## src/hw/rtl/cfd_pkg.sv

```systemverilog
package cfd_pkg;

  localparam int FRAME_LENGTH = 10;
  localparam int CRC_SPAN     = 7;
  localparam int POS_W        = $clog2(FRAME_LENGTH);
  localparam int CMD_DEPTH    = 2;
  localparam int RES_DEPTH    = 2;
  localparam int CFG_INDEX_W  = 2;

  localparam logic [15:0] CRC_INIT         = 16'hFFFF;
  localparam logic [15:0] CRC_POLY         = 16'hA001;
  localparam logic [1:0]  OPEN_LOOP_SELECT = 2'd1;
  localparam logic [5:0]  MAX_MODE         = 6'd10;
  localparam logic [13:0] PWM_SCALE        = 14'd10;
  localparam logic [11:0] TARGET_SCALE     = 12'd3;

  typedef enum logic [CFG_INDEX_W-1:0] {
    REG_HEADER_WORD = 2'd0,
    REG_FOOTER_BYTE = 2'd1
  } reg_index_t;

  typedef enum logic [1:0] {
    STAT_OK      = 2'd0,
    STAT_FRAMING = 2'd1,
    STAT_CRC     = 2'd2
  } status_t;

  typedef enum logic [1:0] {
    SIGN_ZERO = 2'd0,
    SIGN_POS  = 2'd1,
    SIGN_NEG  = 2'd2
  } sign_t;

  typedef struct packed {
    sign_t a;
    sign_t b;
    sign_t c;
    sign_t d;
  } wheel_signs_t;

  // Classified frame handed from the front to the back.
  typedef struct packed {
    status_t     status;
    logic [9:0]  speed;
    logic [5:0]  mode;
    logic [1:0]  sel;
  } cmd_t;

  typedef struct packed {
    status_t            status;
    logic               closed_loop;
    logic [3:0]         direction_mode;
    logic               stop_request;
    logic [13:0]        pwm_duty;
    logic signed [12:0] wheel_a;
    logic signed [12:0] wheel_b;
    logic signed [12:0] wheel_c;
    logic signed [12:0] wheel_d;
  } res_t;

  // Mecanum sign pattern per movement mode.
  function automatic wheel_signs_t mode_signs(input logic [3:0] mode);
    wheel_signs_t s;
    s = '{SIGN_ZERO, SIGN_ZERO, SIGN_ZERO, SIGN_ZERO};
    case (mode)
      4'd1:    s = '{SIGN_POS,  SIGN_NEG,  SIGN_POS,  SIGN_NEG};
      4'd2:    s = '{SIGN_POS,  SIGN_ZERO, SIGN_POS,  SIGN_ZERO};
      4'd3:    s = '{SIGN_POS,  SIGN_POS,  SIGN_POS,  SIGN_POS};
      4'd4:    s = '{SIGN_ZERO, SIGN_NEG,  SIGN_ZERO, SIGN_NEG};
      4'd5:    s = '{SIGN_NEG,  SIGN_POS,  SIGN_NEG,  SIGN_POS};
      4'd6:    s = '{SIGN_NEG,  SIGN_ZERO, SIGN_NEG,  SIGN_ZERO};
      4'd7:    s = '{SIGN_NEG,  SIGN_NEG,  SIGN_NEG,  SIGN_NEG};
      4'd8:    s = '{SIGN_ZERO, SIGN_NEG,  SIGN_ZERO, SIGN_NEG};
      4'd9:    s = '{SIGN_NEG,  SIGN_NEG,  SIGN_POS,  SIGN_POS};
      4'd10:   s = '{SIGN_POS,  SIGN_POS,  SIGN_NEG,  SIGN_NEG};
      default: s = '{SIGN_ZERO, SIGN_ZERO, SIGN_ZERO, SIGN_ZERO};
    endcase
    return s;
  endfunction

endpackage

```

## src/hw/rtl/cfd_fifo.sv

```systemverilog
module cfd_fifo #(
  parameter int WIDTH = 8,
  parameter int DEPTH = 2
) (
  input  logic             clk,
  input  logic             rst_n,
  input  logic             push,
  input  logic [WIDTH-1:0] push_data,
  output logic             full,
  input  logic             pop,
  output logic [WIDTH-1:0] pop_data,
  output logic             empty
);

  localparam int PTR_W = (DEPTH > 1) ? $clog2(DEPTH) : 1;
  localparam int CNT_W = $clog2(DEPTH + 1);
  localparam logic [PTR_W-1:0] LAST_PTR = PTR_W'(DEPTH - 1);

  logic [WIDTH-1:0] mem [DEPTH];
  logic [PTR_W-1:0] wr_ptr_r, wr_ptr_nxt;
  logic [PTR_W-1:0] rd_ptr_r, rd_ptr_nxt;
  logic [CNT_W-1:0] count_r, count_nxt;
  logic             do_push, do_pop;

  assign full     = (count_r == CNT_W'(DEPTH));
  assign empty    = (count_r == '0);
  assign do_push  = push && !full;
  assign do_pop   = pop && !empty;
  assign pop_data = mem[rd_ptr_r];

  always_comb begin
    wr_ptr_nxt = wr_ptr_r;
    rd_ptr_nxt = rd_ptr_r;
    count_nxt  = count_r;
    if (do_push) begin
      wr_ptr_nxt = (wr_ptr_r == LAST_PTR) ? '0 : wr_ptr_r + 1'b1;
    end
    if (do_pop) begin
      rd_ptr_nxt = (rd_ptr_r == LAST_PTR) ? '0 : rd_ptr_r + 1'b1;
    end
    if (do_push && !do_pop) begin
      count_nxt = count_r + 1'b1;
    end else if (do_pop && !do_push) begin
      count_nxt = count_r - 1'b1;
    end
  end

  always_ff @(posedge clk) begin
    if (!rst_n) begin
      wr_ptr_r <= '0;
      rd_ptr_r <= '0;
      count_r  <= '0;
    end else begin
      wr_ptr_r <= wr_ptr_nxt;
      rd_ptr_r <= rd_ptr_nxt;
      count_r  <= count_nxt;
    end
  end

  always_ff @(posedge clk) begin
    if (do_push) begin
      mem[wr_ptr_r] <= push_data;
    end
  end

  a_count_bound: assert property (@(posedge clk) disable iff (!rst_n)
    count_r <= CNT_W'(DEPTH))
    else $error("queue count above depth");

endmodule

```

## src/hw/rtl/cfd_front.sv

```systemverilog
module cfd_front (
  input  logic                           clk,
  input  logic                           rst_n,
  input  logic                           cfg_valid,
  input  logic [cfd_pkg::CFG_INDEX_W-1:0] cfg_index,
  input  logic [15:0]                    cfg_data,
  input  logic                           push,
  input  logic [7:0]                     rx_byte,
  output logic                           full,
  output logic                           cmd_push,
  output cfd_pkg::cmd_t                  cmd_data,
  input  logic                           cmd_full
);
  import cfd_pkg::*;

  localparam logic [POS_W-1:0] LAST_POS = POS_W'(FRAME_LENGTH - 1);
  localparam logic [POS_W-1:0] CRC_END  = POS_W'(CRC_SPAN);

  logic [15:0]      header_word_r;
  logic [7:0]       footer_byte_r;
  logic [POS_W-1:0] pos_r, pos_nxt;
  logic [15:0]      crc_r, crc_nxt;
  logic [7:0]       frame_r [FRAME_LENGTH-1];
  logic             accept, last_byte;
  logic [15:0]      hdr, chk;

  function automatic logic [15:0] crc_update(input logic [15:0] crc_in,
                                             input logic [7:0] b);
    logic [15:0] c;
    c = crc_in ^ {8'h00, b};
    for (int i = 0; i < 8; i++) begin
      c = c[0] ? ((c >> 1) ^ CRC_POLY) : (c >> 1);
    end
    return c;
  endfunction

  // Only the closing byte of a frame needs room in the command queue.
  assign last_byte = (pos_r == LAST_POS);
  assign full      = last_byte && cmd_full;
  assign accept    = push && !full;
  assign cmd_push  = accept && last_byte;

  assign hdr = {frame_r[0], frame_r[1]};
  assign chk = {frame_r[FRAME_LENGTH-2], frame_r[FRAME_LENGTH-3]};

  always_comb begin
    cmd_data.speed = {frame_r[4][1:0], frame_r[5]};
    cmd_data.mode  = frame_r[4][7:2];
    cmd_data.sel   = frame_r[6][1:0];
    if (hdr != header_word_r || rx_byte != footer_byte_r) begin
      cmd_data.status = STAT_FRAMING;
    end else if (crc_r != chk) begin
      cmd_data.status = STAT_CRC;
    end else begin
      cmd_data.status = STAT_OK;
    end
  end

  always_comb begin
    pos_nxt = pos_r;
    crc_nxt = crc_r;
    if (accept) begin
      if (last_byte) begin
        pos_nxt = '0;
        crc_nxt = CRC_INIT;
      end else begin
        pos_nxt = pos_r + 1'b1;
        if (pos_r < CRC_END) begin
          crc_nxt = crc_update(crc_r, rx_byte);
        end
      end
    end
  end

  always_ff @(posedge clk) begin
    if (!rst_n) begin
      pos_r         <= '0;
      crc_r         <= CRC_INIT;
      header_word_r <= '0;
      footer_byte_r <= '0;
    end else begin
      pos_r <= pos_nxt;
      crc_r <= crc_nxt;
      if (cfg_valid) begin
        case (cfg_index)
          REG_HEADER_WORD: header_word_r <= cfg_data;
          REG_FOOTER_BYTE: footer_byte_r <= cfg_data[7:0];
          default: ;
        endcase
      end
    end
  end

  // The closing byte is checked live, so only the leading bytes are stored.
  for (genvar g = 0; g < FRAME_LENGTH - 1; g++) begin : g_store
    always_ff @(posedge clk) begin
      if (accept && pos_r == POS_W'(g)) begin
        frame_r[g] <= rx_byte;
      end
    end
  end

  a_pos_range: assert property (@(posedge clk) disable iff (!rst_n)
    pos_r <= LAST_POS)
    else $error("byte position out of frame");

  a_frame_restart: assert property (@(posedge clk) disable iff (!rst_n)
    cmd_push |=> (pos_r == '0) && (crc_r == CRC_INIT))
    else $error("framing not restarted after closing byte");

endmodule

```

## src/hw/rtl/cfd_back.sv

```systemverilog
module cfd_back (
  input  logic          clk,
  input  logic          rst_n,
  input  logic          cmd_empty,
  input  cfd_pkg::cmd_t cmd_data,
  output logic          cmd_pop,
  output logic          res_push,
  output cfd_pkg::res_t res_data,
  input  logic          res_full
);
  import cfd_pkg::*;

  logic signed [12:0] tgt_a_r, tgt_b_r, tgt_c_r, tgt_d_r;
  logic signed [12:0] tgt_a_nxt, tgt_b_nxt, tgt_c_nxt, tgt_d_nxt;
  logic [11:0]        mag;
  logic               mode_ok;
  wheel_signs_t       signs;

  function automatic logic signed [12:0] signed_target(input sign_t s,
                                                       input logic [11:0] m);
    logic signed [12:0] v;
    case (s)
      SIGN_POS: v = $signed({1'b0, m});
      SIGN_NEG: v = -$signed({1'b0, m});
      default:  v = '0;
    endcase
    return v;
  endfunction

  assign cmd_pop  = !cmd_empty && !res_full;
  assign res_push = cmd_pop;
  assign mode_ok  = (cmd_data.mode <= MAX_MODE);
  assign mag      = 12'(cmd_data.speed) * TARGET_SCALE;
  assign signs    = mode_signs(cmd_data.mode[3:0]);

  always_comb begin
    tgt_a_nxt = tgt_a_r;
    tgt_b_nxt = tgt_b_r;
    tgt_c_nxt = tgt_c_r;
    tgt_d_nxt = tgt_d_r;

    res_data.status         = cmd_data.status;
    res_data.closed_loop    = 1'b0;
    res_data.direction_mode = '0;
    res_data.stop_request   = 1'b0;
    res_data.pwm_duty       = '0;

    if (cmd_data.status == STAT_OK) begin
      res_data.direction_mode = mode_ok ? cmd_data.mode[3:0] : 4'd0;
      res_data.stop_request   = !mode_ok || (cmd_data.mode == '0);
      if (cmd_data.sel == OPEN_LOOP_SELECT) begin
        res_data.pwm_duty = 14'(cmd_data.speed) * PWM_SCALE;
      end else begin
        res_data.closed_loop = 1'b1;
        // Out-of-range mode is a stop: hold the old targets.
        if (mode_ok && cmd_pop) begin
          tgt_a_nxt = signed_target(signs.a, mag);
          tgt_b_nxt = signed_target(signs.b, mag);
          tgt_c_nxt = signed_target(signs.c, mag);
          tgt_d_nxt = signed_target(signs.d, mag);
        end
      end
    end

    res_data.wheel_a = tgt_a_nxt;
    res_data.wheel_b = tgt_b_nxt;
    res_data.wheel_c = tgt_c_nxt;
    res_data.wheel_d = tgt_d_nxt;
  end

  always_ff @(posedge clk) begin
    if (!rst_n) begin
      tgt_a_r <= '0;
      tgt_b_r <= '0;
      tgt_c_r <= '0;
      tgt_d_r <= '0;
    end else begin
      tgt_a_r <= tgt_a_nxt;
      tgt_b_r <= tgt_b_nxt;
      tgt_c_r <= tgt_c_nxt;
      tgt_d_r <= tgt_d_nxt;
    end
  end

  a_targets_hold: assert property (@(posedge clk) disable iff (!rst_n)
    !cmd_pop |=> $stable({tgt_a_r, tgt_b_r, tgt_c_r, tgt_d_r}))
    else $error("wheel targets moved without a command");

endmodule

```

## src/hw/rtl/crc_framed_drive_command_decoder.sv

```systemverilog
// Drive command frame decoder. Bytes arrive on push/full and are gathered
// into fixed 10-byte frames; framing restarts only after every tenth byte
// or a reset, there is no resynchronization. A frame passes when its first
// two bytes equal header_word (register 0, first byte in the high half),
// its last byte equals footer_byte (register 1) and the Modbus CRC-16
// (init 0xFFFF, reflected poly 0xA001) over bytes 0..6 equals byte8:byte7.
// Each frame yields exactly one result with status 0 ok, 1 header/footer
// mismatch (wins over CRC), 2 CRC mismatch. A passing frame with select 1
// drives open loop (pwm_duty = speed*10); any other select updates the four
// held wheel targets to +/-speed*3 or 0 by the mecanum pattern of the mode,
// and a mode above 10 requests a stop and holds the old targets. Targets
// are always reported as held after the frame. Rate: one byte per clock
// while full is low; the CRC takes a whole byte at once. The front (byte
// collection and frame check) and back (command execution) are decoupled
// by a command queue of CMD_DEPTH frames, results wait in a queue of
// RES_DEPTH beats. With both queues free, the closing byte's command is
// registered in the command queue, the back moves it into the result
// queue, and from there the result shows on the out_ ports; full rises
// only for a closing byte while the command queue is full. cfg_ready is
// always high; write configuration while idle.
module crc_framed_drive_command_decoder #(
  parameter int CMD_DEPTH = cfd_pkg::CMD_DEPTH,
  parameter int RES_DEPTH = cfd_pkg::RES_DEPTH
) (
  input  logic                            clk,
  input  logic                            rst_n,
  // configuration write channel
  input  logic                            cfg_valid,
  output logic                            cfg_ready,
  input  logic [cfd_pkg::CFG_INDEX_W-1:0] cfg_index,
  input  logic [15:0]                     cfg_data,
  // byte stream in
  input  logic                            push,
  output logic                            full,
  input  logic [7:0]                      in_rx_byte,
  // results out
  output logic                            empty,
  input  logic                            pop,
  output logic [1:0]                      out_status,
  output logic                            out_closed_loop,
  output logic [3:0]                      out_direction_mode,
  output logic                            out_stop_request,
  output logic [13:0]                     out_pwm_duty,
  output logic signed [12:0]              out_wheel_a,
  output logic signed [12:0]              out_wheel_b,
  output logic signed [12:0]              out_wheel_c,
  output logic signed [12:0]              out_wheel_d
);
  import cfd_pkg::*;

  cmd_t                 cmd_in, cmd_out;
  logic                 cmd_push, cmd_full, cmd_pop, cmd_empty;
  res_t                 res_in, res_out;
  logic                 res_push, res_full;
  logic [$bits(cmd_t)-1:0] cmd_q;
  logic [$bits(res_t)-1:0] res_q;

  assign cfg_ready = 1'b1;

  // Front: collect bytes, run the CRC, classify the closed frame.
  cfd_front u_front (
    .clk       (clk),
    .rst_n     (rst_n),
    .cfg_valid (cfg_valid),
    .cfg_index (cfg_index),
    .cfg_data  (cfg_data),
    .push      (push),
    .rx_byte   (in_rx_byte),
    .full      (full),
    .cmd_push  (cmd_push),
    .cmd_data  (cmd_in),
    .cmd_full  (cmd_full)
  );

  // Hold classified frames until the back can take them.
  cfd_fifo #(.WIDTH($bits(cmd_t)), .DEPTH(CMD_DEPTH)) u_cmd_q (
    .clk       (clk),
    .rst_n     (rst_n),
    .push      (cmd_push),
    .push_data (cmd_in),
    .full      (cmd_full),
    .pop       (cmd_pop),
    .pop_data  (cmd_q),
    .empty     (cmd_empty)
  );
  assign cmd_out = cmd_t'(cmd_q);

  // Back: execute the command, update the held wheel targets.
  cfd_back u_back (
    .clk       (clk),
    .rst_n     (rst_n),
    .cmd_empty (cmd_empty),
    .cmd_data  (cmd_out),
    .cmd_pop   (cmd_pop),
    .res_push  (res_push),
    .res_data  (res_in),
    .res_full  (res_full)
  );

  // Results wait here for the consumer.
  cfd_fifo #(.WIDTH($bits(res_t)), .DEPTH(RES_DEPTH)) u_res_q (
    .clk       (clk),
    .rst_n     (rst_n),
    .push      (res_push),
    .push_data (res_in),
    .full      (res_full),
    .pop       (pop),
    .pop_data  (res_q),
    .empty     (empty)
  );
  assign res_out = res_t'(res_q);

  assign out_status         = res_out.status;
  assign out_closed_loop    = res_out.closed_loop;
  assign out_direction_mode = res_out.direction_mode;
  assign out_stop_request   = res_out.stop_request;
  assign out_pwm_duty       = res_out.pwm_duty;
  assign out_wheel_a        = res_out.wheel_a;
  assign out_wheel_b        = res_out.wheel_b;
  assign out_wheel_c        = res_out.wheel_c;
  assign out_wheel_d        = res_out.wheel_d;

  a_no_status_three: assert property (@(posedge clk) disable iff (!rst_n)
    !empty |-> (out_status == STAT_OK || out_status == STAT_FRAMING ||
                out_status == STAT_CRC))
    else $error("undefined status on result beat");

endmodule
```

## config.mk

```make
export PLATFORM = sky130hd
export DESIGN_NAME = crc_framed_drive_command_decoder
export DESIGN_NICKNAME = d
export VERILOG_FILES = /design/src/hw/rtl/cfd_pkg.sv /design/src/hw/rtl/cfd_fifo.sv /design/src/hw/rtl/cfd_front.sv /design/src/hw/rtl/cfd_back.sv /design/src/hw/rtl/crc_framed_drive_command_decoder.sv
export SDC_FILE = /design/constraint.sdc
export NUM_CORES = 1
export LEC_CHECK = 0
export CAP_MARGIN = 30
export CORE_UTILIZATION = 25
export DETAILED_ROUTE_END_ITERATION = 16
export DONT_BUFFER_PORTS = 1
export HOLD_SLACK_MARGIN = 0.12
export MAX_ROUTING_LAYER = met4
export PLACE_DENSITY = 0.36
export REMOVE_ABC_BUFFERS = 1
export SKIP_CTS_REPAIR_TIMING = 1
export SLEW_MARGIN = 20
export SYNTH_ARGS = -nofsm -noshare
export SYNTH_HDL_FRONTEND = slang
export SYNTH_HIERARCHICAL = 1
export SYNTH_SLANG_ARGS = --single-unit
```

## constraint.sdc

```tcl
create_clock -name clk -period 11.2 [get_ports clk]
set_clock_uncertainty 0.1 [all_clocks]
set_input_delay 2.24 -clock clk [delete_from_list [all_inputs] [get_ports clk]]
set_output_delay 2.24 -clock clk [all_outputs]
set_load 0.01 [all_outputs]
```

# Yosys cells after proc, flatten, opt, wreduce, memory -nomap -nowiden
# Memory sizes are Yosys's and may differ from the RTL's. A register that Yosys moved wholly into a read port is not among the register bits.
# Cells that the tools add are included.
# word_totals
ff_bits	104
ram_bits	260
mem_bits_ro	128
input_bits	31
n_memories	4
# classes
addsub	10
multipliers	2
magnitude_cmp	2
eq_ne	24
mux	91
bitwise_logic	9
reduce_logical	54
# memory_table
memory	depth	word_bits	read_ports	rd_clocked_by_memory_dff	write_ports	line	text
u_res_q.mem	2	74	1	1	1	cfd_fifo.sv:19	logic [WIDTH-1:0] mem [DEPTH];
(name not given)	16	8	1	0	0	cfd_pkg.sv:65	case (mode)
u_front.frame_r	9	8	7	0	1	cfd_front.sv:23	logic [7:0] frame_r [FRAME_LENGTH-1];
u_cmd_q.mem	2	20	1	1	1	cfd_fifo.sv:19	
# ops
cell	n
$mux W16	10
$mux W13	12
$pmux W13 S2	4
$mux W8	8
$reduce_or A8 Y1	8
$mux W4	10
$mux W1	39
$ne A16 B16 Y1	2
$not A2 Y3	8
$logic_and A1 B1 Y1	22
$mux W20	1
$eq A4 B3 Y1 const B	4
$xor A16 B8 Y16	1
$mux W14	1
$mul A10 B3 Y13 const B	1
$neg A12 Y13	1
$eq A2 B1 Y1 const B	6
$eq A2 B2 Y1 const B	6
$mul A10 B2 Y12 const B	1
$mux W2	6
$logic_not A1 Y1	10
$eq A4 B2 Y1 const B	2
$eq A4 B4 Y1 const B	2
$logic_not A2 Y1	4
other kinds (13)	23

# Depth between registers and ports, before layout
# Gate-level depths: netlist of run 1.
# depth
ltp_word	19
depth_mapped	15

# Modules after synthesis
# The synthesis of run 1 kept the hierarchy.
# modules_own_cells
module	n_inst	cells_per_inst	area_each_um2	seq_area_each_um2
cfd_fifo (u_res_q)	1	255	5566.6	4544.4
cfd_back	1	574	4370.4	1041.0
cfd_front	1	341	4053.9	2382.3
cfd_fifo (u_cmd_q)	1	87	1670.4	1301.2
crc_framed_drive_command_decoder	1	2	11.3	0.0

# Worst setup path before layout of run 1
# Ideal clock, no wire load.
# synth_timing
path_type	reg2reg
start	register u_res_q.count_r[0]
end	memory u_res_q/mem[0][0] (netlist name), enable pin
t_arrival_ps	3875
required_time_ps	10606
setup_slack_ps	6730
stages_incl_launch_ff	7
n_path_buf	1
synth_period_minus_slack_ps	4470
cell_sequence	dfxtp_1 > nand2b_1 > inv_2 > nor2_1 > buf_4 > inv_1 > nor3_2
# synth_between
elab_chain_len	6
# synth_lines
item	line	text
from (decl)	cfd_fifo.sv:22	logic [CNT_W-1:0] count_r, count_nxt;
from (signal assigned)	cfd_fifo.sv:56	count_r <= count_nxt;
$eq A2 B2 Y1	cfd_fifo.sv:25	assign full = (count_r == CNT_W'(DEPTH));
net res_full	crc_framed_drive_command_decoder.sv:54	logic res_push, res_full;
$logic_not A1 Y1	cfd_back.sv:30	assign cmd_pop = !cmd_empty && !res_full;
$logic_and A1 B1 Y1	cfd_back.sv:30	
net cmd_pop	crc_framed_drive_command_decoder.sv:52	logic cmd_push, cmd_full, cmd_pop, cmd_empty;
$logic_and A1 B1 Y1	cfd_fifo.sv:27	assign do_push = push && !full;
$mux W1	cfd_fifo.sv:61	if (do_push) begin
$mux W1 (implied by the code)	cfd_fifo.sv:62	mem[wr_ptr_r] <= push_data;
to (decl)	cfd_fifo.sv:19	
# The timed path passes the listed nets, and every way through them passes these cells.

==> results of run 1 <==
[cell usage after synthesis, drive strengths merged, types with 24 or more instances]
library cell / n
ha: 42
edfxtp: 238
a21oi: 48
nor2b: 24
a22oi: 24
dfxtp: 106
nand2: 103
nor2: 55
buf: 41
o21ai: 42
mux2: 95
xnor2: 62
and2: 37
clkbuf: 41
inv: 38
[registers in the layout (all words and copies together) (netlist names), 2 cells and up, named ones only]
signal / cells
u_res_q/mem: 148
u_front/frame_r: 50
u_cmd_q/mem: 40
u_front/crc_r: 16
u_front/header_word_r: 16
u_back/tgt_a_r: 13
u_back/tgt_b_r: 13
u_back/tgt_c_r: 13
u_back/tgt_d_r: 13
u_front/footer_byte_r: 8
u_front/pos_r: 4
u_cmd_q/count_r: 2
u_res_q/count_r: 2
[area by class of cell]
cell class | count | area, um^2 | share of cell area [%]
clock buffer | 55 | 1170 | 6.58
sequential | 344 | 9270 | 52.1
multi-input combinational | 795 | 5860 | 32.9
inverter | 38 | 143 | 0.801
tap | 837 | 1050 | 5.88
clock inverter | 22 | 206 | 1.16
timing repair buffer | 13 | 103 | 0.576
antenna | 1 | 2.50 | 0.0141
[power breakdown]
group | internal, mW | switching, mW | leakage [nW]
registers | 1.39 | 0.0518 | 3.13
clock network | 0.811 | 0.540 | 0.674
logic | 0.169 | 0.199 | 2.33
total | 2.37 | 0.791 | 6.13
[final timing paths]
path	startpoint	slack [ns]	to	depth (start not counted)
hold / removal	u_front/frame_r[0][37]	0.34	u_cmd_q/mem[0][5]	0
hold reg to reg	u_front/frame_r[0][37]	0.34	u_cmd_q/mem[0][5]	0
setup reg to reg	flip-flop	6.90	u_res_q/mem[1][21]	12
setup / recovery	flip-flop	6.59	out_wheel_c[5]	2
[layout by cell type, fill, tap and decap left out, types with 6 or more instances in the layout]
cell       Yosys  layout
a21boi_0      19      19
o21ai_0       37      37
buf_4         29      11
nand3_1       23      23
and2_1        37      37
nor3b_1       15      14
clkbuf_16      0      44
nor2_1        55      55
ha_1          42      42
nand4_1       14      14
mux2i_1        8       8
clkbuf_1      41       8
nor3_1        16      14
inv_1         35      35
or2_2          7       7
nor2b_1       24      24
a22oi_1       24      24
xor2_1        18      18
o211ai_1       7       7
dfxtp_1      106     105
or3_1          7       7
o31ai_1       12      12
nand2b_1      10      10
edfxtp_1     238     238
and3_1         7       6
a22o_1        15      15
a21oi_1       48      48
nand2_1      103     103
o22ai_1        6       6
mux2_2        95      95
o21a_1         8       8
clkinv_2       0       6
xnor2_1       58      58
[stage by stage]
step           worst slack (ns)  utilization (%)  total power [mW]  cell area [um^2]
6_report                   6.59             28.8              3.16             17800
5_1_grt                    6.40             28.8              3.30             17800
4_1_cts                    6.45             28.8              3.23             17800
3_5_place_dp               6.80             26.6              1.85             16400
3_3_place_gp               6.87             26.5              1.84             16400
2_1_floorplan              5.99                -              1.76             15200
[layer usage]
metal	share of wire, %	wire length, um
met3	4.9	1920
met4	2.2	869
met1	43	16600
met5	0	0
met2	50	19500
[kinds of logic (layout without fill, tap and decap cells)]
logic type,Yosys count,count (layout),share of synthesized area [%]
flip-flops,344,344,59.1
AND/OR/NAND/NOR,335,335,11.0
AO/OA/AOI/OAI,229,229,10.2
buffers and inverters,120,128,3.65
multiplexers,103,103,7.34
XOR/XNOR,82,82,5.06
adder cells (fa/ha/maj),44,44,3.61
other,2,3,0.0479
[critical path: stages, from the launching register on]
cell and delay [ns]:
dfxtp_4 0.68, buf_4 0.53, mux2_2 0.44
==> qor_table.md, run 1 <==
| Stage | Parameter | Value |
|---|---|---|
| sta | Clock period minus final worst setup slack | 4.61 ns |
| clocking | Root cell of the clock tree | clkbuf_16 |
| place | Placed Cells | 2026 |
| synth | Distinct cells, synth | 76 |
| global route | Wire length of the first global-routing pass | 58900 um |
| routing | Count of antenna-violating nets left after detailed routing | 0 |
| floorplanning | Num rows | 91 |
| final layout | Non-filler instance count after layout | 2105 |
| sta | Count of pins over their slew limit | 0 |
| final layout | P&R area growth vs syn | 13.6% |
| clocking | H-tree depth | 2 |
| clocking | Clock buffers created by TritonCTS | 42 |
| run | Number of max-cap violations | 0 |
| synth | Most used flip-flop cell after synthesis | edfxtp_1 |
| routing | Detailed-routing iteration count for the pre-antenna-repair pass | 5 |
| global route | Met3 demand-to-capacity share in global routing | 3.03% |
| final layout | Fillers | 6357 |
| synth | Share of synthesized area occupied by flip-flops and latches | 59.1% |
| global route | Maximum number of pins on one net before global-route repair | 86 |
| clocking | Source-to-sink clock delay at the later pin of the worst-skew pair | 0.55 ns |
| worst setup path | Critical Path RT | 8.86 ns |
| global route | Via count of the first global-routing pass | 9442 |
| routing | Total length of routed wires | 38800 um |
| synth | Largest cells by area after synthesis | edfxtp_1 46%, dfxtp_1 14%, mux2_2 6.8%, ha_1 3.4%, xnor2_1 3.2% |
| routing | Number of vias per cell after detailed routing | 4.43 |
| sta | Summed negative setup slack over all endpoints | 0 ns |
| floorplanning | Effective utilization at floorplan | 25.3% |
| worst setup path | Kind of end point of the critical path | output pin |
| synth | Area fraction of the dominant cell type after synthesis | 45.6% |
| sta | Final setup fails | 0 |
| sta | Maximum clock frequency | 0.217 GHz |
| status | Outcome | finished, final reports clean |
| synth | Synthesis warning total | 6 |
| floorplanning | Vertical die dimension | 252 um |
| global route | Gr ovfl total | 0 |
| min path | Class of the tightest hold or removal check | flip-flop to flip-flop |
| routing | First DRT Iteration DRCs | 452 |
| pwr | Power per unit of standard cell area | 178 nW/um^2 |
| sta | Worst-Margin Slew | 0.951 ns |
| synth | Largest area contributor in the synthesized netlist | edfxtp_1 |
| synth | Post-synthesis instance area | 15700 um^2 |
| sta | Post-route worst hold slack | 0.342 ns |
| routing | Via total after detailed routing | 9330 |
| synth | Register bit count reported by yosys | 344 |
| clocking | Max Root-Sink Buffers | 3 |
| clocking | Register clock-pin slew on the reported worst setup and hold paths | 0.05 ns |
| routing | Routed length per placed instance | 18.4 um |
| synth | Fraction of registers with async set/reset | 0% |
| routing | Post-detailed-route DRC marker count | 0 |
| sta | Slew headroom | 36.5% |
| global route | Global-route met1 utilization | 14.6% |
| worst setup path | Arrival time of data at the critical path endpoint | 2.27 ns |
| worst setup path | Worst-path maximum fanout | 40 |
| sta | Final hold violations | 0 |
| floorplanning | Die footprint | 63700 um^2 |
| worst setup path | Setup Crit Path Kind | flip-flop to output pin |
| global route | Highest-utilization routing layer at the global route stage | met2 |
| sta | Post-route fraction of the period consumed by the critical path | 41.1% |
| sta | Unrepaired setup endpoints after global routing | no |
| place | Placer congestion estimate | 0.778 |
| global route | Global-route met2 utilization | 21.3% |
| synth | Post-synth EDFFs | 238 |
| final layout | NumNets Final | 1309 |
| final layout | Fraction of layout instances using a drive strength above 1 | 16.4% |
| floorplanning | Total I/O pin count | 108 |
| global route | Global-route usage over all layers | 12.6% |
| place | Buffers on Ports | 0 |
| floorplanning | Core footprint | 61800 um^2 |
| worst setup path | CP startpoint kind | flip-flop |
| synth | Post-Synthesis Mean Instance Area | 12.4 um^2 |
| pwr | IR Drop Worst-Case VDD | 0.0000962 V |
| clocking | CTS tree | built |
| global route | Antenna violations before repair | 0 |
| pwr | Leakage power summed over all cells | 6.13 nW |
| clocking | Sinks on the clock net | 344 |
| synth | Number of instances in the synthesized netlist | 1259 |
| floorplanning | Die Wd | 252 um |
| place | Detailed-placement wirelength estimate | 26700 um |
No activity file was read; power rests on OpenSTA's default activity.
==> run 2, diff against run 1 <==
==> constraint.sdc (replaced) <==
create_clock -name clk -period 4.25 [get_ports clk]
set_clock_uncertainty 0.1 [all_clocks]
set_input_delay 0.85 -clock clk [delete_from_list [all_inputs] [get_ports clk]]
set_output_delay 0.85 -clock clk [all_outputs]
set_load 0.01 [all_outputs]
==> qor_table.md, run 2 (same netlist as run 1, synthesis figures left out) <==
| Stage | Parameter | Value | Change |
|---|---|---|---|
| status | Outcome | finished, final reports clean | unchanged |
| place | Buffers on Ports | 0 | unchanged |
| worst setup path | Worst path max stage delay | 0.66 ns | was 0.68 ns |
| place | Instance area at placement | 16600 um^2 | was 16400 um^2 |
| pwr | Power per unit of standard cell area | 468 nW/um^2 | was 178 nW/um^2 |
| worst setup path | Cell Chain, Critical Path | buf_4 > mux2_2 > ha_1 > o21a_1 > o21ai_0 > a211oi_1 > nor2_1 > or4_1 > nand3_1 > nand2_1 | was buf_4 > mux2_2 |
| final layout | P&R area growth vs syn | 14.9% | was 13.6% |
| run | Number of max-cap violations | 0 | unchanged |
| global route | Global-route usage over all layers | 13.0% | was 12.6% |
| routing | Number of vias per cell after detailed routing | 4.45 | was 4.43 |
| worst setup path | Kind of end point of the critical path | flip-flop | was output pin |
| worst setup path | Number of cells traversed by the worst register-to-register path | 10 | was 12 |
| final layout | Final std cell area, no fill | 18000 um^2 | was 17800 um^2 |
| routing | Total length of routed wires | 40000 um | was 38800 um |
| final layout | Leading cell types in the layout, fill and taps excluded | 238 x edfxtp_1, 105 x dfxtp_1, 103 x nand2_1 | unchanged |
| sta | Slew headroom | 39.2% | was 36.5% |
| min path | Class of the tightest hold or removal check | input port to flip-flop | was flip-flop to flip-flop |
| sta | Clock period minus final worst setup slack | 3.91 ns |  |
| place | Placer congestion estimate | 0.770 | was 0.778 |
| final layout | Registers with the highest flip-flop counts | u_res_q/mem: 148 flops, u_front/frame_r: 50 flops, u_cmd_q/mem: 40 flops | unchanged |
| worst setup path | Cell family with most CP delay | simple AND/OR/NAND/NOR gates | was flip-flops |
| pwr | IR Drop Worst-Case VDD | 0.000245 V | was 0.0000962 V |
| min path | Hold path start | in_rx_byte[7] | was u_front/frame_r[0][37] |
| clocking | Sinks on the clock net | 344 | unchanged |
| worst setup path | Setup Crit Path Kind | flip-flop to flip-flop | was flip-flop to output pin |
| sta | Final hold violations | 0 | unchanged |
| global route | Antenna violations before repair | 0 | unchanged |
| floorplanning | Vertical die dimension | 252 um | unchanged |
| place | Setup slack at placement | 0.265 ns | was 6.80 ns |
| final layout | Fillers | 6366 | was 6357 |
| worst setup path | Register-to-register path setup slack | 0.34 ns | was 6.90 ns |
| worst setup path | RR Endpoint | u_res_q/mem[1][35] | was u_res_q/mem[1][21] |
| sta | Count of pins over their slew limit | 0 | unchanged |
| clocking | Source-to-sink clock delay at the later pin of the worst-skew pair | 0.56 ns | was 0.55 ns |
| final layout | Leading cell type in the layout, fill and taps excluded | edfxtp_1 | unchanged |
| routing | Detailed-routing iteration count for the pre-antenna-repair pass | 5 | unchanged |
| floorplanning | Total I/O pin count | 108 | unchanged |
| routing | Routed length per placed instance | 18.8 um | was 18.4 um |
| global route | Via count of the first global-routing pass | 9640 | was 9442 |
| global route | Wire length of the first global-routing pass | 60400 um | was 58900 um |
| clocking | Max Root-Sink Buffers | 3 | unchanged |
| floorplanning | Num rows | 91 | unchanged |
| sta | Maximum clock frequency | 0.256 GHz |  |
| routing | First DRT Iteration DRCs | 448 | was 452 |
| sta | Post-route fraction of the period consumed by the critical path | 92.0% |  |
| floorplanning | Die Wd | 252 um | unchanged |
| global route | Gr ovfl total | 0 | unchanged |
| sta | Worst-Margin Slew | 0.909 ns | was 0.951 ns |
| routing | Count of antenna-violating nets left after detailed routing | 0 | unchanged |
| sta | Final setup fails | 0 | unchanged |
| final layout | Most flops, register | u_res_q/mem | unchanged |
| worst setup path | Buffers & Inverters on Critical Path | 1 | unchanged |
| floorplanning | Die footprint | 63700 um^2 | unchanged |
| final layout | Number of flip-flops under the largest register name | 148 | unchanged |
| place | Detailed-placement wirelength estimate | 27100 um | was 26700 um |
| floorplanning | Effective utilization at floorplan | 25.3% | unchanged |
| worst setup path | Max stage delay cell, worst path | or4_1 | was dfxtp_4 |
| pwr | Leakage power summed over all cells | 6.27 nW | was 6.13 nW |
| final layout | NumNets Final | 1329 | was 1309 |
| worst setup path | Worst-path maximum fanout | 14 | was 40 |
| worst setup path | Arrival time of data at the critical path endpoint | 4.10 ns | was 2.27 ns |
| clocking | CTS tree | built | unchanged |
| routing | Post-detailed-route DRC marker count | 0 | unchanged |
| clocking | Register clock-pin slew on the reported worst setup and hold paths | 0.06 ns | was 0.05 ns |
| worst setup path | Critical Path RT | 4.44 ns | was 8.86 ns |
| min path | Hold path depth | 0 | unchanged |
| floorplanning | Core footprint | 61800 um^2 | unchanged |
| global route | Maximum number of pins on one net before global-route repair | 86 | unchanged |
| sta | Unrepaired setup endpoints after global routing | no | unchanged |
| clocking | Root cell of the clock tree | clkbuf_16 | unchanged |
| routing | Via total after detailed routing | 9449 | was 9330 |
| worst setup path | CP startpoint kind | flip-flop | unchanged |
| clocking | Clock buffers created by TritonCTS | 43 | was 42 |
| final layout | Fraction of layout instances using a drive strength above 1 | 17.9% | was 16.4% |
| sta | Final WS setup | 0.342 ns | was 6.59 ns |
| clocking | H-tree depth | 2 | unchanged |
| min path | Worst Hold Path EP | u_front/frame_r[0][15] | was u_cmd_q/mem[0][5] |
==> run 2: report_power, final <==
part	switching [mW]	leakage, nW	total (mW)	internal (mW)
logic	0.600	2.43	1.06	0.460
clock network	1.44	0.700	3.62	2.18
registers	0.0788	3.13	3.74	3.66
total	2.12	6.27	8.42	6.31
==> run 2: routing by layer <==
metal	GRT usage [%]	vias to the layer above	wire length [um]	share of wire, %
met5	-	-	0	0
met2	21.7	151	19700	49
li1	-	4570	-	-
met1	15.4	4656	17300	43
met4	4.31	0	1010	2.5
met3	3.01	72	2000	5.0
==> run 2: through the flow <==
stage / hold slack (ns) / TNS, ns / std cells / power, mW / utilization (%)
2_1_floorplan: 0.321 / -102.67 / 1177 / 4.63 / -
3_3_place_gp: 0.326 / 0 / 2046 / 4.91 / 26.8
6_report: 0.280 / 0 / 2125 / 8.42 / 29.1
5_1_grt: 0.247 / 0 / 2124 / 8.79 / 29.1
3_5_place_dp: 0.329 / 0 / 2046 / 4.91 / 26.8
4_1_cts: 0.234 / 0 / 2124 / 8.62 / 29.1
==> run 2: worst max-delay path by stage <==
stage	startpoint	endpoint	cells after the start
2_1_floorplan	flip-flop	u_back/tgt_a_r[7]	10
3_3_place_gp	flip-flop	u_res_q/mem[0][46]	11
3_5_place_dp	flip-flop	u_res_q/mem[0][46]	11
4_1_cts	flip-flop	u_res_q/mem[1][46]	11
5_1_grt	flip-flop	u_res_q/mem[0][50]	10
6_report	flip-flop	u_res_q/mem[1][35]	10
==> run 2: worst reg2reg max path: stages, from the launching register on <==
cell      delay (ns)
dfxtp_1         0.49
buf_4           0.32
mux2_2          0.42
ha_1            0.47
o21a_1          0.21
o21ai_0         0.15
a211oi_1        0.35
nor2_1          0.23
or4_1           0.66
nand3_1         0.16
nand2_1         0.08
==> run 2: area by class of cell <==
| class | instances | area [um^2] | share of cell area, % |
|---|---|---|---|
| antenna | 1 | 2.50 | 0.0139 |
| timing repair buffer | 32 | 278 | 1.54 |
| multi-input combinational | 795 | 5860 | 32.5 |
| tap | 837 | 1050 | 5.82 |
| clock inverter | 29 | 254 | 1.41 |
| clock buffer | 49 | 1150 | 6.39 |
| inverter | 38 | 143 | 0.792 |
| sequential | 344 | 9270 | 51.5 |
==> run 3, diff against run 2 <==
--- a/config.mk
+++ b/config.mk
@@ -17,5 +17,4 @@
 export SLEW_MARGIN = 20
 export SYNTH_ARGS = -nofsm -noshare
 export SYNTH_HDL_FRONTEND = slang
-export SYNTH_HIERARCHICAL = 1
 export SYNTH_SLANG_ARGS = --single-unit
==> qor_table.md, run 3 <==
| Stage | Parameter | Value | Change |
|---|---|---|---|
| pwr | Sw frac | 32.5% | was 25.1% |
| floorplanning | Total I/O pin count | 108 | unchanged |
| global route | Met3 demand-to-capacity share in global routing | 2.92% | was 3.01% |
| routing | Routed length per placed instance | 19.3 um | was 18.8 um |
| synth | Leading post-synthesis cells by instance count | 236 x edfxtp_1, 114 x nor2_1, 106 x dfxtp_1, 82 x mux2_2 | was 238 x edfxtp_1, 106 x dfxtp_1, 103 x nand2_1, 95 x mux2_2, 58 x xnor2_1 |
| synth | Synthesis warning total | 0 | was 6 |
| place | Buffers on Ports | 0 | unchanged |
| worst setup path | Register-to-register path setup slack | 0.38 ns | was 0.34 ns |
| sta | Summed negative setup slack over all endpoints | 0 ns | unchanged |
| final layout | Leading cell types in the layout, fill and taps excluded | 236 x edfxtp_1, 113 x nor2_1, 104 x dfxtp_1 | was 238 x edfxtp_1, 105 x dfxtp_1, 103 x nand2_1 |
| global route | Gr ovfl total | 0 | unchanged |
| global route | Wire length of the first global-routing pass | 62000 um | was 60400 um |
| sta | Maximum clock frequency | 0.258 GHz | was 0.256 GHz |
| synth | Most used flip-flop cell after synthesis | edfxtp_1 | unchanged |
| final layout | Number of diodes added for antenna fixing | 0 | was 1 |
| global route | Antenna violations before repair | 1 | was 0 |
| synth | Most repeated cell in the gate-level netlist after synthesis | edfxtp_1 | unchanged |
| pwr | Switching power summed over all nets | 3.54 mW | was 2.12 mW |
| final layout | Most flops, register | u_res_q.mem | was u_res_q/mem |
| sta | Unrepaired setup endpoints after global routing | no | unchanged |
| sta | Final WS setup | 0.381 ns | was 0.342 ns |
| worst setup path | CP startpoint kind | flip-flop | unchanged |
| clocking | Sinks on the clock net | 342 | was 344 |
| final layout | Leading cell type in the layout, fill and taps excluded | edfxtp_1 | unchanged |
| routing | Total length of routed wires | 40500 um | was 40000 um |
| synth | Register bit count reported by yosys | 342 | was 344 |
| floorplanning | Effective utilization at floorplan | 25.4% | was 25.3% |
| floorplanning | Die Wd | 250 um | was 252 um |
| pwr | Power per unit of standard cell area | 609 nW/um^2 | was 468 nW/um^2 |
| final layout | Registers with the highest flip-flop counts | u_res_q.mem: 146 flops, u_front.frame_r: 50 flops, u_cmd_q.mem: 40 flops | was u_res_q/mem: 148 flops, u_front/frame_r: 50 flops, u_cmd_q/mem: 40 flops |
| clocking | Clock buffers created by TritonCTS | 42 | was 43 |
| pwr | Leakage power summed over all cells | 6.17 nW | was 6.27 nW |
| worst setup path | Setup Crit Path Kind | flip-flop to flip-flop | unchanged |
| routing | Post-detailed-route DRC marker count | 0 | unchanged |
| status | Outcome | finished, final reports clean | unchanged |
| global route | Global-route met1 utilization | 15.9% | was 15.4% |
| sta | Final hold violations | 0 | unchanged |
| global route | Global-route usage over all layers | 13.5% | was 13.0% |
| floorplanning | Num rows | 90 | was 91 |
| clocking | CTS tree | built | unchanged |
| floorplanning | Core footprint | 60600 um^2 | was 61800 um^2 |
| clocking | H-tree depth | 2 | unchanged |
| sta | Count of pins over their slew limit | 0 | unchanged |
| synth | Post-Synthesis Mean Instance Area | 12.2 um^2 | was 12.4 um^2 |
| final layout | P&R area growth vs syn | 15.9% | was 14.9% |
| synth | Fraction of registers with async set/reset | 0% | unchanged |
| clocking | Source-to-sink clock delay at the later pin of the worst-skew pair | 0.58 ns | was 0.56 ns |
| worst setup path | Kind of end point of the critical path | flip-flop | unchanged |
| final layout | Fillers | 6248 | was 6366 |
| worst setup path | Critical Path RT | 4.46 ns | was 4.44 ns |
| place | Detailed-placement wirelength estimate | 27600 um | was 27100 um |
| sta | Slew headroom | 43.1% | was 39.2% |
| sta | Post-route worst hold slack | 0.261 ns | was 0.280 ns |
| worst setup path | Arrival time of data at the critical path endpoint | 4.07 ns | was 4.10 ns |
| sta | Post-route fraction of the period consumed by the critical path | 91.0% | was 92.0% |
| sta | Clock period minus final worst setup slack | 3.87 ns | was 3.91 ns |
| synth | Post-synth EDFFs | 236 | was 238 |
| final layout | Area taken by multi-input logic gates | 5800 um^2 | was 5860 um^2 |
| global route | Maximum number of pins on one net before global-route repair | 74 | was 86 |
| routing | Number of vias per cell after detailed routing | 4.53 | was 4.45 |
| global route | Highest-utilization routing layer at the global route stage | met2 | unchanged |
| final layout | Number of flip-flops under the largest register name | 146 | was 148 |
| synth | Area fraction of the dominant cell type after synthesis | 46.1% | was 45.6% |
| clocking | Root cell of the clock tree | clkbuf_16 | unchanged |
| place | Placer congestion estimate | 0.818 | was 0.770 |
| pwr | Combinational cell fraction of total power | 28.2% | was 12.6% |
| synth | Share of synthesized area occupied by flip-flops and latches | 59.9% | was 59.1% |
| worst setup path | Worst-path maximum fanout | 18 | was 14 |
| clocking | Max Root-Sink Buffers | 3 | unchanged |
| final layout | Area taken by flip-flops and latches | 9210 um^2 | was 9270 um^2 |
| synth | Largest area contributor in the synthesized netlist | edfxtp_1 | unchanged |
| final layout | NumNets Final | 1363 | was 1329 |
| routing | Via total after detailed routing | 9517 | was 9449 |
| place | Setup slack at placement | 0.191 ns | was 0.265 ns |
| final layout | Fraction of layout instances using a drive strength above 1 | 16.1% | was 17.9% |
| min path | Class of the tightest hold or removal check | input port to flip-flop | unchanged |
| sta | Worst-Margin Slew | 0.849 ns | was 0.909 ns |
| pwr | Internal power | 7.33 mW | was 6.31 mW |
| routing | First DRT Iteration DRCs | 538 | was 448 |
| routing | Count of antenna-violating nets left after detailed routing | 0 | unchanged |
| run | Number of max-cap violations | 0 | unchanged |
| pwr | IR Drop Worst-Case VDD | 0.000309 V | was 0.000245 V |
| routing | Detailed-routing iteration count for the pre-antenna-repair pass | 5 | unchanged |
| global route | Global-route met2 utilization | 22.5% | was 21.7% |
| synth | Distinct cells, synth | 70 | was 76 |
| pwr | Clock share of power | 31.6% | was 43.0% |
| synth | Post-synthesis instance area | 15400 um^2 | was 15700 um^2 |
| global route | Via count of the first global-routing pass | 9780 | was 9640 |
| synth | Number of instances in the synthesized netlist | 1258 | was 1259 |
| floorplanning | Vertical die dimension | 250 um | was 252 um |
| pwr | Sequential fraction of design power | 40.2% | was 44.4% |
| clocking | Register clock-pin slew on the reported worst setup and hold paths | 0.06 ns | about the same |
| sta | Final setup fails | 0 | unchanged |
| synth | Largest cells by area after synthesis | edfxtp_1 46%, dfxtp_1 14%, mux2_2 6.0%, ha_1 3.5%, xnor2_1 3.3% | was edfxtp_1 46%, dfxtp_1 14%, mux2_2 6.8%, ha_1 3.4%, xnor2_1 3.2% |
| floorplanning | Die footprint | 62500 um^2 | was 63700 um^2 |
## run 3: changes by cell type after synthesis, sizes merged, moves of 10 or more
cell / change
mux2i: +10
nor3b: -12
a31oi: +11
buf: -22
mux2: -13
a22oi: -18
nor2b: -10
a21oi: +29
nor3: +11
nor2: +59
a21boi: -19
nand2: -27
## run 3: logic make-up (layout without fill, tap and decap cells)
family,Yosys count,after routing,share of synthesized area (%)
other cells,2,2,0.0488
compound gates,236,236,10.1
simple gates,357,357,11.6
mux,100,100,7.34
xor+xnor,82,82,4.77
flops,342,342,59.9
buf+inv,94,157,2.58
fa+ha+maj,45,45,3.76
## run 3: power by group through the flow
stage,sequential [mW],clock (mW),combinational [mW]
3_5_place_dp,4.44,0,3.16
5_1_grt,4.43,3.69,3.39
6_report,4.37,3.43,3.07
4_1_cts,4.37,3.58,3.18
2_1_floorplan,4.49,0,2.10
3_3_place_gp,4.43,0,3.17
## run 3: worst paths after layout
path / from / to / depth (start not counted)
hold / removal: in_rx_byte[4] / u_front.frame_r[0][4] / 0
setup reg to reg: flip-flop / u_res_q.mem[0][11] / 13
hold reg to reg: u_front.frame_r[0][40] / u_cmd_q.mem[0][8] / 0
setup / recovery: flip-flop / u_res_q.mem[0][11] / 13
## run 3: per-layer routing
layer	wire length [um]	vias up	part of all wire [%]
li1	-	4665	-
met1	17600	4584	43
met2	19900	188	49
met3	1910	80	4.7
met4	1170	0	2.9
met5	0	-	0
## run 3: layout make-up
cell class / count / area share, %
clock inverter: 21 / 1.07
tap: 782 / 5.49
sequential: 342 / 51.7
timing repair buffer: 44 / 2.13
clock buffer: 57 / 6.32
inverter: 35 / 0.751
multi-input combinational: 822 / 32.5
## run 3: per-stage QoR
| step | util [%] | cells | cell area [um^2] | power, mW |
|---|---|---|---|---|
| floorplan | - | 1199 | 15100 | 6.59 |
| global placement | 27.2 | 2025 | 16500 | 7.60 |
| detailed placement | 27.2 | 2025 | 16500 | 7.60 |
| CTS | 29.4 | 2103 | 17800 | 11.1 |
| global route | 29.4 | 2103 | 17800 | 11.5 |
| finish | 29.4 | 2103 | 17800 | 10.9 |
## run 3: critical path, stage by stage (launching register included)
cell	delay, ns
dfxtp_2	0.40
buf_12	0.19
mux2i_4	0.20
inv_4	0.06
ha_1	0.19
inv_1	0.07
fa_1	0.65
inv_1	0.14
nor4_4	0.35
nand2_1	0.14
o21ai_4	0.41
a31oi_1	0.17
a2111oi_2	0.44
nor2_1	0.11
